[src/rtl/core/fat12_root_directory_search_assert.svh]
// Assertion macros for the FAT12 root directory search block.
// Expects clk and arst_n in the scope of the module that uses them.
`ifndef FAT12_ROOT_DIRECTORY_SEARCH_ASSERT_SVH
`define FAT12_ROOT_DIRECTORY_SEARCH_ASSERT_SVH

`ifndef SYNTHESIS

// Check that prop holds at every edge outside reset.
`define FRDS_ASSERT(name, prop) \
	name: assert property (@(posedge clk) disable iff (!arst_n) (prop)) \
	else $error("fat12 root directory search: check failed");

// Check that post holds in the cycle after pre.
`define FRDS_ASSERT_NEXT(name, pre, post) \
	name: assert property (@(posedge clk) disable iff (!arst_n) (pre) |=> (post)) \
	else $error("fat12 root directory search: check failed");

`else

`define FRDS_ASSERT(name, prop)
`define FRDS_ASSERT_NEXT(name, pre, post)

`endif

`endif

[src/rtl/core/fat12rd_pkg.sv]
// Shared types and constants of the FAT12 root directory search block.
// No dependencies; used by fat12rd_scan and fat12_root_directory_search.
package fat12rd_pkg;

	localparam int ENTRY_BYTES        = 32;
	localparam int ENTRIES_PER_SECTOR = 16;
	localparam int POS_W              = $clog2(ENTRY_BYTES);

	localparam logic [POS_W-1:0] POS_LAST    = POS_W'(ENTRY_BYTES - 1);
	localparam logic [POS_W-1:0] NAME_LEN    = POS_W'(8);
	localparam logic [POS_W-1:0] NAME_END    = POS_W'(11);
	localparam logic [POS_W-1:0] CLUSTER_POS = POS_W'(26);
	localparam logic [POS_W-1:0] SIZE_POS    = POS_W'(28);

	localparam logic [7:0] DELETED_MARK = 8'hE5;
	localparam logic [7:0] END_MARK     = 8'h00;

	// Configuration register indexes
	localparam logic [2:0] CFG_RESERVED_SECTORS = 3'd0;
	localparam logic [2:0] CFG_FAT_COPIES       = 3'd1;
	localparam logic [2:0] CFG_SECTORS_PER_FAT  = 3'd2;
	localparam logic [2:0] CFG_ROOT_ENTRIES     = 3'd3;
	localparam logic [2:0] CFG_CLUSTER_SECTORS  = 3'd4;
	localparam logic [2:0] CFG_QUERY_NAME       = 3'd5;
	localparam logic [2:0] CFG_QUERY_EXT        = 3'd6;

	typedef struct packed {
		logic       start_search;
		logic [7:0] dir_byte;
	} item_t;

	typedef struct packed {
		logic        found;
		logic [15:0] start_cluster;
		logic [31:0] file_size;
		logic [31:0] first_sector;
	} result_t;

	// Search end reported by the scanner for the byte just taken
	typedef struct packed {
		logic        hit;
		logic        found;
		logic [15:0] start_cluster;
		logic [31:0] file_size;
	} scan_evt_t;

endpackage

[src/rtl/core/fat12rd_scan.sv]
// Byte scanner of the FAT12 root directory search: entry framing, name
// compare and field capture. Depends on fat12rd_pkg.
module fat12rd_scan (
	input  logic                   clk,
	input  logic                   arst_n,
	input  logic                   take,
	input  fat12rd_pkg::item_t     item,
	input  logic [15:0]            entry_limit,
	input  logic [63:0]            query_name,
	input  logic [23:0]            query_ext,
	output fat12rd_pkg::scan_evt_t evt
);

	logic [fat12rd_pkg::POS_W-1:0] pos_q, pos_d, p;
	logic [15:0] passed_q, passed_d, passed_b, passed_inc;
	logic        match_q, match_d, match_b, match_e;
	logic        del_q, del_d, del_b, del_e;
	logic        done_q, done_d;
	logic [15:0] clu_q, clu_d, clu_b, clu_e;
	logic [31:0] size_q, size_d, size_b, size_e;
	logic [7:0]  b, want;

	always_comb begin
		b = item.dir_byte;
		if (item.start_search) begin
			p        = '0;
			passed_b = '0;
			match_b  = 1'b1;
			del_b    = 1'b0;
			clu_b    = '0;
			size_b   = '0;
		end else begin
			p        = pos_q;
			passed_b = passed_q;
			match_b  = match_q;
			del_b    = del_q;
			clu_b    = clu_q;
			size_b   = size_q;
		end

		case (p[2:0])
			3'd0: want = query_name[7:0];
			3'd1: want = query_name[15:8];
			3'd2: want = query_name[23:16];
			3'd3: want = query_name[31:24];
			3'd4: want = query_name[39:32];
			3'd5: want = query_name[47:40];
			3'd6: want = query_name[55:48];
			3'd7: want = query_name[63:56];
			default: want = query_name[7:0];
		endcase
		if (p >= fat12rd_pkg::NAME_LEN) begin
			case (p[1:0])
				2'd0: want = query_ext[7:0];
				2'd1: want = query_ext[15:8];
				2'd2: want = query_ext[23:16];
				default: want = query_ext[7:0];
			endcase
		end

		del_e   = del_b | ((p == '0) && (b == fat12rd_pkg::DELETED_MARK));
		match_e = match_b;
		if ((p < fat12rd_pkg::NAME_END) && (b != want))
			match_e = 1'b0;

		clu_e = clu_b;
		if ((p == fat12rd_pkg::CLUSTER_POS) || (p == fat12rd_pkg::CLUSTER_POS + 1'b1)) begin
			if (p[0])
				clu_e[15:8] = clu_b[15:8] | b;
			else
				clu_e[7:0] = clu_b[7:0] | b;
		end

		size_e = size_b;
		if (p >= fat12rd_pkg::SIZE_POS) begin
			case (p[1:0])
				2'd0: size_e[7:0]   = size_b[7:0] | b;
				2'd1: size_e[15:8]  = size_b[15:8] | b;
				2'd2: size_e[23:16] = size_b[23:16] | b;
				2'd3: size_e[31:24] = size_b[31:24] | b;
				default: size_e = size_b;
			endcase
		end

		passed_inc = passed_b + 16'd1;
	end

	always_comb begin
		pos_d    = pos_q;
		passed_d = passed_q;
		match_d  = match_q;
		del_d    = del_q;
		clu_d    = clu_q;
		size_d   = size_q;
		done_d   = done_q;
		evt      = '0;
		if (take) begin
			if (item.start_search) begin
				pos_d    = '0;
				passed_d = '0;
				match_d  = 1'b1;
				del_d    = 1'b0;
				clu_d    = '0;
				size_d   = '0;
				done_d   = 1'b0;
			end
			if (item.start_search && (entry_limit == '0)) begin
				done_d  = 1'b1;
				evt.hit = 1'b1;
			end else if (item.start_search || !done_q) begin
				if ((p == '0) && (b == fat12rd_pkg::END_MARK)) begin
					done_d  = 1'b1;
					evt.hit = 1'b1;
				end else if (p == fat12rd_pkg::POS_LAST) begin
					if (!del_e && match_e) begin
						done_d            = 1'b1;
						evt.hit           = 1'b1;
						evt.found         = 1'b1;
						evt.start_cluster = clu_e;
						evt.file_size     = size_e;
					end else begin
						// advance to the next entry
						passed_d = passed_inc;
						pos_d    = '0;
						match_d  = 1'b1;
						del_d    = 1'b0;
						clu_d    = '0;
						size_d   = '0;
						if (passed_inc >= entry_limit) begin
							done_d  = 1'b1;
							evt.hit = 1'b1;
						end
					end
				end else begin
					pos_d   = p + 1'b1;
					match_d = match_e;
					del_d   = del_e;
					clu_d   = clu_e;
					size_d  = size_e;
				end
			end
		end
	end

	always_ff @(posedge clk or negedge arst_n) begin
		if (!arst_n) begin
			pos_q    <= '0;
			passed_q <= '0;
			match_q  <= 1'b1;
			del_q    <= 1'b0;
			done_q   <= 1'b1;
			clu_q    <= '0;
			size_q   <= '0;
		end else begin
			pos_q    <= pos_d;
			passed_q <= passed_d;
			match_q  <= match_d;
			del_q    <= del_d;
			done_q   <= done_d;
			clu_q    <= clu_d;
			size_q   <= size_d;
		end
	end

endmodule

[src/rtl/core/fat12_root_directory_search.sv]
// FAT12 root directory search.
//
// item channel: one byte of the root directory region per transfer
// (item_valid, item_stall, item). start_search set on a byte restarts the
// search with that byte as byte 0 of entry 0. Bytes are taken one per cycle
// while item_stall is low. res channel: one result per search when it ends
// (match, end marker, or floor(root_entries/16)*16 entries passed); none
// while idle. The result passes the scan event register, the sector
// multiply register and the output register before it is valid. The
// cluster offset multiply sets that depth.
// cfg channel: register writes (cfg_index, cfg_data); cfg_ready is always
// high. Write only while no search result is outstanding.
// Reset: registers take their defaults (1, 2, 9, 224, 1, spaces) and the
// block waits for start_search. While res_stall holds, the result stays and
// the pipeline keeps taking bytes until its two inner stages fill; then
// item_stall rises.
// Depends on fat12rd_pkg and fat12rd_scan.
`include "fat12_root_directory_search_assert.svh"

module fat12_root_directory_search (
	input  logic                 clk,
	input  logic                 arst_n,
	input  logic                 item_valid,
	output logic                 item_stall,
	input  fat12rd_pkg::item_t   item,
	output logic                 res_valid,
	input  logic                 res_stall,
	output fat12rd_pkg::result_t res,
	input  logic                 cfg_valid,
	output logic                 cfg_ready,
	input  logic [2:0]           cfg_index,
	input  logic [63:0]          cfg_data
);

	logic [15:0] reserved_q, spf_q, root_entries_q;
	logic [7:0]  fat_copies_q, cluster_sectors_q;
	logic [63:0] query_name_q;
	logic [23:0] query_ext_q;
	logic [23:0] fat_span;
	logic [31:0] base_q;
	logic [15:0] entry_limit;
	logic        take;

	fat12rd_pkg::scan_evt_t evt, evt_s1, evt_s2;
	logic        valid_s1, valid_s2, res_v_q;
	logic [31:0] clu_off, term, term_s2;
	logic        res_free, s2_free, s1_free;
	fat12rd_pkg::result_t res_q;
	logic        res_zero;

	assign cfg_ready = 1'b1;

	always_ff @(posedge clk or negedge arst_n) begin
		if (!arst_n) begin
			reserved_q        <= 16'd1;
			fat_copies_q      <= 8'd2;
			spf_q             <= 16'd9;
			root_entries_q    <= 16'd224;
			cluster_sectors_q <= 8'd1;
			query_name_q      <= {8{8'h20}};
			query_ext_q       <= {3{8'h20}};
		end else if (cfg_valid && cfg_ready) begin
			case (cfg_index)
				fat12rd_pkg::CFG_RESERVED_SECTORS: reserved_q        <= cfg_data[15:0];
				fat12rd_pkg::CFG_FAT_COPIES:       fat_copies_q      <= cfg_data[7:0];
				fat12rd_pkg::CFG_SECTORS_PER_FAT:  spf_q             <= cfg_data[15:0];
				fat12rd_pkg::CFG_ROOT_ENTRIES:     root_entries_q    <= cfg_data[15:0];
				fat12rd_pkg::CFG_CLUSTER_SECTORS:  cluster_sectors_q <= cfg_data[7:0];
				fat12rd_pkg::CFG_QUERY_NAME:       query_name_q      <= cfg_data;
				fat12rd_pkg::CFG_QUERY_EXT:        query_ext_q       <= cfg_data[23:0];
				default: ;
			endcase
		end
	end

	// Root directory start plus its length in sectors (entries * 32 / 512)
	assign fat_span = {16'd0, fat_copies_q} * {8'd0, spf_q};

	always_ff @(posedge clk) begin
		base_q <= {16'd0, reserved_q} + {8'd0, fat_span} + {20'd0, root_entries_q[15:4]};
	end

	assign entry_limit = {root_entries_q[15:4], 4'd0};

	assign res_free   = !res_v_q || !res_stall;
	assign s2_free    = !valid_s2 || res_free;
	assign s1_free    = !valid_s1 || s2_free;
	assign item_stall = !s1_free;
	assign take       = item_valid && !item_stall;

	fat12rd_scan u_scan (
		.clk         (clk),
		.arst_n      (arst_n),
		.take        (take),
		.item        (item),
		.entry_limit (entry_limit),
		.query_name  (query_name_q),
		.query_ext   (query_ext_q),
		.evt         (evt)
	);

	// Cluster offset wraps modulo 2^32 for clusters below 2
	assign clu_off = {16'd0, evt_s1.start_cluster} - 32'd2;
	assign term    = clu_off * {24'd0, cluster_sectors_q};

	always_ff @(posedge clk or negedge arst_n) begin
		if (!arst_n) begin
			valid_s1 <= 1'b0;
			valid_s2 <= 1'b0;
			res_v_q  <= 1'b0;
		end else begin
			if (s1_free)
				valid_s1 <= evt.hit;
			if (s2_free)
				valid_s2 <= valid_s1;
			if (res_free)
				res_v_q <= valid_s2;
		end
	end

	always_ff @(posedge clk) begin
		if (s1_free)
			evt_s1 <= evt;
		if (s2_free) begin
			evt_s2  <= evt_s1;
			term_s2 <= term;
		end
		if (res_free) begin
			res_q.found         <= evt_s2.found;
			res_q.start_cluster <= evt_s2.start_cluster;
			res_q.file_size     <= evt_s2.file_size;
			res_q.first_sector  <= evt_s2.found ? (base_q + term_s2) : 32'd0;
		end
	end

	assign res_valid = res_v_q;
	assign res       = res_q;

	assign res_zero = (res.start_cluster == 16'd0) && (res.file_size == 32'd0)
		&& (res.first_sector == 32'd0);

	`FRDS_ASSERT(a_stall_needs_full_s1, !item_stall || valid_s1)
	`FRDS_ASSERT(a_miss_is_zero, !res_valid || res.found || res_zero)
	`FRDS_ASSERT_NEXT(a_s2_holds_when_blocked, valid_s2 && res_v_q && res_stall, valid_s2)

endmodule

[config.mk]
export PLATFORM = sky130hd
export DESIGN_NAME = fat12_root_directory_search
export DESIGN_NICKNAME = d
export VERILOG_FILES = /design/src/rtl/core/fat12rd_pkg.sv /design/src/rtl/core/fat12rd_scan.sv /design/src/rtl/core/fat12_root_directory_search.sv
export VERILOG_INCLUDE_DIRS = /design/src /design/src/rtl/core
export SDC_FILE = /design/constraint.sdc
export NUM_CORES = 1
export LEC_CHECK = 0
export ABC_AREA = 1
export BUFFER_PORTS_ARGS = -buffer_cell sky130_fd_sc_hd__buf_4
export CORE_MARGIN = 4
export CORE_UTILIZATION = 45
export DETAILED_ROUTE_END_ITERATION = 8
export HOLD_SLACK_MARGIN = 0.06
export PLACE_DENSITY = 0.74
export SKIP_CTS_REPAIR_TIMING = 1
export SKIP_LAST_GASP = 1
export SYNTH_ARGS = -nofsm -noshare
export SYNTH_HDL_FRONTEND = slang
export SYNTH_HIERARCHICAL = 1
export SYNTH_SLANG_ARGS = --single-unit
[constraint.sdc]
create_clock -name clk -period 5 [get_ports clk]
set_input_delay 0.75 -clock clk [delete_from_list [all_inputs] [get_ports clk]]
set_output_delay 0.75 -clock clk [all_outputs]
set_load 0.1 [all_outputs]
# Word level (Yosys, flattened, before mapping)
# Cells that the tools add are included.
[totals]
ff_bits = 464
input_bits = 81
[op_classes]
multipliers = 2
bitwise_logic = 11
n_eq_ne = 21
n_lt_le_gt_ge = 4
mux = 65
add_sub_neg = 6
n_reduce_logical = 33
[op_table]
columns = ["op", "n"]
rows = [
  ["32-bit two-way mux", 7],
  ["16-bit two-way mux", 13],
  ["50-bit two-way mux", 3],
  ["49-bit two-way mux", 3],
  ["8-bit case mux with 8 select lines", 1],
  ["8-bit two-way mux", 7],
  ["8-bit OR", 6],
  ["26-bit by 32-bit adder with 32-bit output", 1],
  ["5-bit two-way mux", 6],
  ["25-bit by 12-bit adder with 26-bit output", 1],
  ["17-bit by 9-bit multiplier with 26-bit output", 1],
  ["16-bit by 24-bit adder with 25-bit output", 1],
  ["8-bit by 16-bit multiplier with 24-bit output", 1],
  ["1-bit two-way mux", 24],
  ["3-bit equality test, second input constant", 7],
  ["16-bit by 2-bit subtractor with 17-bit output, second input constant", 1],
  ["16-bit by 1-bit adder with 16-bit output, second input constant", 1],
  ["16-bit greater-or-equal comparator", 1],
  ["16-bit logical NOT", 1],
  ["8-bit case mux with 2 select lines", 1],
  ["5-bit equality test, second input constant", 3],
  ["2-bit AND reduction", 7],
  ["3-bit by 2-bit equality test with 1-bit output, second input constant", 4],
  ["8-bit equality test, second input constant", 1],
  ["other kinds (19)", 40],
]

# Longest topological paths before layout
[depth]
depth_word = 14
ltp_mapped = 30

# By module
# The synthesis kept the hierarchy.
[modules_own_cells]
columns = ["mod", "area_per_inst_um2", "seq_area_each_um2", "instances", "cells_each"]
rows = [
  ["fat12_root_directory_search", 25299.3, 10478.8, 1, 2735],
  ["fat12rd_scan", 6825.3, 1804.2, 1, 1143],
]

# Worst setup path before layout
# No wires, ideal clock.
[synth_timing]
kind = "flip-flop to flip-flop"
from = "register res_v_q (netlist: res_valid)"
to = "register evt_s1[0] in the netlist's numbering (enable)"
arrival_time_ns = 6.827
required_ns = 4.462
slack_ns = -2.364
n_path_buf = 0
synth_period_minus_slack_ns = 7.364
stages_incl_launch_ff = 6
path_cell_list = "dfrtp_1 nand2_1 nor2_1 inv_1 nor2_1 inv_1"
[synth_via]
elab_chain_len = 4
[synth_rtl]
columns = ["element", "line_no", "text"]
rows = [
  ["start, declared", "fat12_root_directory_search.sv:45", "logic valid_s1, valid_s2, res_v_q;"],
  ["start signal, assigned", "fat12_root_directory_search.sv:117", "res_v_q <= valid_s2;"],
  ["1-bit logical NOT", "fat12_root_directory_search.sv:85", "assign res_free = !res_v_q || !res_stall;"],
  ["1-bit logical OR", "fat12_root_directory_search.sv:85", ""],
  ["via res_free", "fat12_root_directory_search.sv:47", "logic res_free, s2_free, s1_free;"],
  ["1-bit logical OR", "fat12_root_directory_search.sv:86", "assign s2_free = !valid_s2 || res_free;"],
  ["via s2_free", "fat12_root_directory_search.sv:47", ""],
  ["1-bit logical OR", "fat12_root_directory_search.sv:87", "assign s1_free = !valid_s1 || s2_free;"],
  ["end signal, assigned", "fat12_root_directory_search.sv:123", "evt_s1 <= evt;"],
  ["end, declared", "fat12_root_directory_search.sv:44", "fat12rd_pkg::scan_evt_t evt, evt_s1, evt_s2;"],
]
# The timed path passes the listed nets, and every way through them passes these cells.
# A chain may end at the register's enable or synchronous reset.

# Worst setup path after layout
[layout_timing]
from = "register evt_s1[34] in the netlist's numbering"
to = "register term_s2[25], data pin"
[layout_via]
elab_chain_len = 2
[layout_rtl]
columns = ["element", "line_no", "text"]
rows = [
  ["16-bit by 2-bit subtractor with 17-bit output", "fat12_root_directory_search.sv:103", "assign clu_off = {16'd0, evt_s1.start_cluster} - 32'd2;"],
  ["17-bit by 9-bit multiplier with 26-bit output", "fat12_root_directory_search.sv:104", "assign term = clu_off * {24'd0, cluster_sectors_q};"],
  ["via term[25]", "fat12_root_directory_search.sv:46", "logic [31:0] clu_off, term, term_s2;"],
  ["end signal, assigned", "fat12_root_directory_search.sv:126", "term_s2 <= term;"],
  ["end, declared", "fat12_root_directory_search.sv:46", ""],
]
# The timed path passes the listed nets, and every way through them passes these cells.

==> metrics.yaml <==
run_status:
  status: "finished with violations"
  violations: "setup timing"
setup_path:
  crit_fanout: 7
  start_kind: "flop"
  worst_ep_required_time_ps: 5330
  crit_type: "reg -> reg"
  endpoint_kind: "flop"
  reg2reg_to: "term_s2[25]"
  ff2ff_path_depth: 23
  r2r_slack_ps: -80
  rr_startpoint: "evt_s1[34]"
  crit_arrival_ps: 5410
synthesis:
  synthFlopType: "edfxtp_1"
  synthArstFlopShare_pct: 49.1
  synth_edf_count: 205
  ys_warn_count: 6
  syn_area_mm2: 0.0321
  synth_cells: 3878
  ys_seq_elements: 454
  ys_seq_area_share_pct: 38.2
  ys_types: 52
  syn_avg_cell_area_um2: 8.28
finish:
  final_cells: 5082
  antenna_cells: 0
  drive_above_1_share_pct: 14.9
  nets: 4568
  area_growth_syn_to_layout_pct: 16.1
  post-route-util_pct: 53.0
floorplanning:
  dieArea_mm2: 0.0757
  die_h_um: 275
  ios: 165
  rows: 97
  floorplan.initialDensity_pct: 45.6
  dieWidth_um: 275
  core_mm2: 0.0704
global_route:
  antenna_found_initial: 0
  grt_usage_pct: 22.1
  first_global_vias: 25599
  grt_pass1_wl_mm: 135
  overflow: 0
  grt_max_degree: 123
placement:
  place_ws_ps: -171
  dp.cells: 4983
  portBuffers: 163
  finalWeightedCongestion: 0.934
  hpwl_mm: 63.7
sta:
  fin_crit_sh_pct: 102
  finalHoldViolations: 0
  rsz0062_at_grt: "yes"
  fin_crit_ps: 5080
  slew_headroom_pct: 19.4
  finalSetupViolCount: 7
  drv_slew: 0
  max_freq_mhz: 197
  skew_ps: 33.2
  tightest_slew_ps: 1210
  layout_setup_ws_ps: -78.8
drt:
  post_drt_via_cell_ratio: 5.13
  drtIter0Drc: 2052
  wire_per_inst_um: 16.6
  drc: 0
  first_pass_iters: 6
  wl_mm: 84.4
  ant_nets: 0
  vias: 26067
hold_path:
  min_path_type: "in -> async"
clock_tree:
  numClockSinks: 454
  cts-root-buf: "clkbuf_16"
  cts_buffers: 49
  clk_latency_ps: 610
  cts_max_path_buffers: 3
  clkSlewWorstSetupHoldPaths_ps: 60
  cts_tree: "done"
  htree_levels: 2
job:
  maxCapViolations: 0
-- registers in the layout (all words and copies together), names as in the netlist, 5 cells and up --
| name | count |
|---|---|
| base_q | 26 |
| evt_s2 | 49 |
| u_scan/clu_q | 16 |
| term_s2 | 26 |
| evt_s1 | 49 |
| u_scan/passed_q | 16 |
| cluster_sectors_q | 8 |
| u_scan/size_q | 32 |
| fat_copies_q | 8 |
| query_ext_q | 24 |
| u_scan/pos_q | 5 |
| query_name_q | 64 |
| spf_q | 16 |
| root_entries_q | 12 |
| reserved_q | 16 |
| res | 81 |
-- routing by layer --
layer  global-route usage, %  vias to the layer above  share of wire, %  wire (um)
met2                    37.4                      957                48      40300
met1                    29.7                    12357                42      35500
met3                    2.69                      185               6.5       5450
met4                    7.41                        0               3.6       3040
li1                        -                    12568                 -          -
met5                       0                        -                 0          0
-- cell usage after synthesis (27+ instances only) --
cell | count | area, um2
nand2_1 | 963 | 3610
inv_1 | 738 | 2770
nor2_1 | 353 | 1330
o21ai_0 | 223 | 1120
fa_1 | 219 | 4380
edfxtp_1 | 205 | 6160
dfrtp_1 | 202 | 5050
ha_1 | 165 | 2060
nand3_1 | 160 | 801
a21oi_1 | 119 | 596
clkbuf_1 | 107 | 402
mux2_2 | 40 | 450
nand4_1 | 35 | 219
xor2_1 | 31 | 272
nor3_1 | 27 | 135
-- layout by cell type (no fill, tap or decap), drive strengths merged, types with 61 or more instances in the layout --
cell type  netlist  final
nand2          972    972
inv            755    758
nor2           381    381
buf             27    301
o21ai          229    229
fa             219    219
edfxtp         205    205
dfrtp          202    202
ha             165    165
nand3          163    163
a21oi          119    119
clkbuf         107     61
-- worst max-delay path by stage --
stage,start,to,slack [ps],cells past startpoint
5_1_grt,evt_s1[37],term_s2[22],-350,23
4_1_cts,evt_s1[34],term_s2[23],-170,21
3_3_place_gp,evt_s1[34],term_s2[25],-70,24
2_1_floorplan,evt_s1[33],term_s2[25],20,25
3_5_place_dp,evt_s1[34],term_s2[23],-170,21
6_report,evt_s1[34],term_s2[25],-80,23
-- cell families after synthesis --
logic type / share of synthesized area [%]
adders and majority gates: 20.1
buffers and inverters: 10.6
and+or+nand+nor: 20.6
other: 0.0234
DFF: 38.2
muxes: 1.40
xor gates and xnor gates: 1.23
AOI/OAI and AO/OA: 7.86
-- final cells by class --
cell class / instances / area, um2
Sequential cell: 454 / 12300
Fill cell: 6430 / 33100
Inverter: 757 / 2860
Clock buffer: 61 / 1300
Timing Repair Buffer: 301 / 2290
Tap cell: 940 / 1180
Multi-Input combinational cell: 2540 / 16900
Clock inverter: 29 / 437
-- per-stage QoR --
stage / hold WS [ps] / setup TNS (ps) / cell area [um2]
floorplan: 400 / 0 / 32200
global placement: 401 / -187 / 35000
detailed placement: 405 / -984 / 35000
CTS: 236 / -1120 / 36800
global route: 288 / -3420 / 37300
finish: 213 / -358 / 37300
-- worst max-delay path, stage by stage, from the launching register on --
cell and delay (ps):
edfxtp_1 420, nor2_2 150, nand3_2 80, inv_2 80, nand2_2 70, nor3_4 260, nand2_2 110, nor2_4 110
inv_4 80, nor2_4 110, fa_2 480, fa_1 520, buf_4 170, fa_1 500, inv_1 60, fa_1 500
inv_1 40, ha_1 340, nand2_1 160, o21ai_0 150, a21oi_1 200, nand3_1 100, nand2_1 60, nand2_1 50
Power is left out: the tool's default activity adds up to more than one toggle a clock period on the data nets, which glitch-free logic cannot reach.
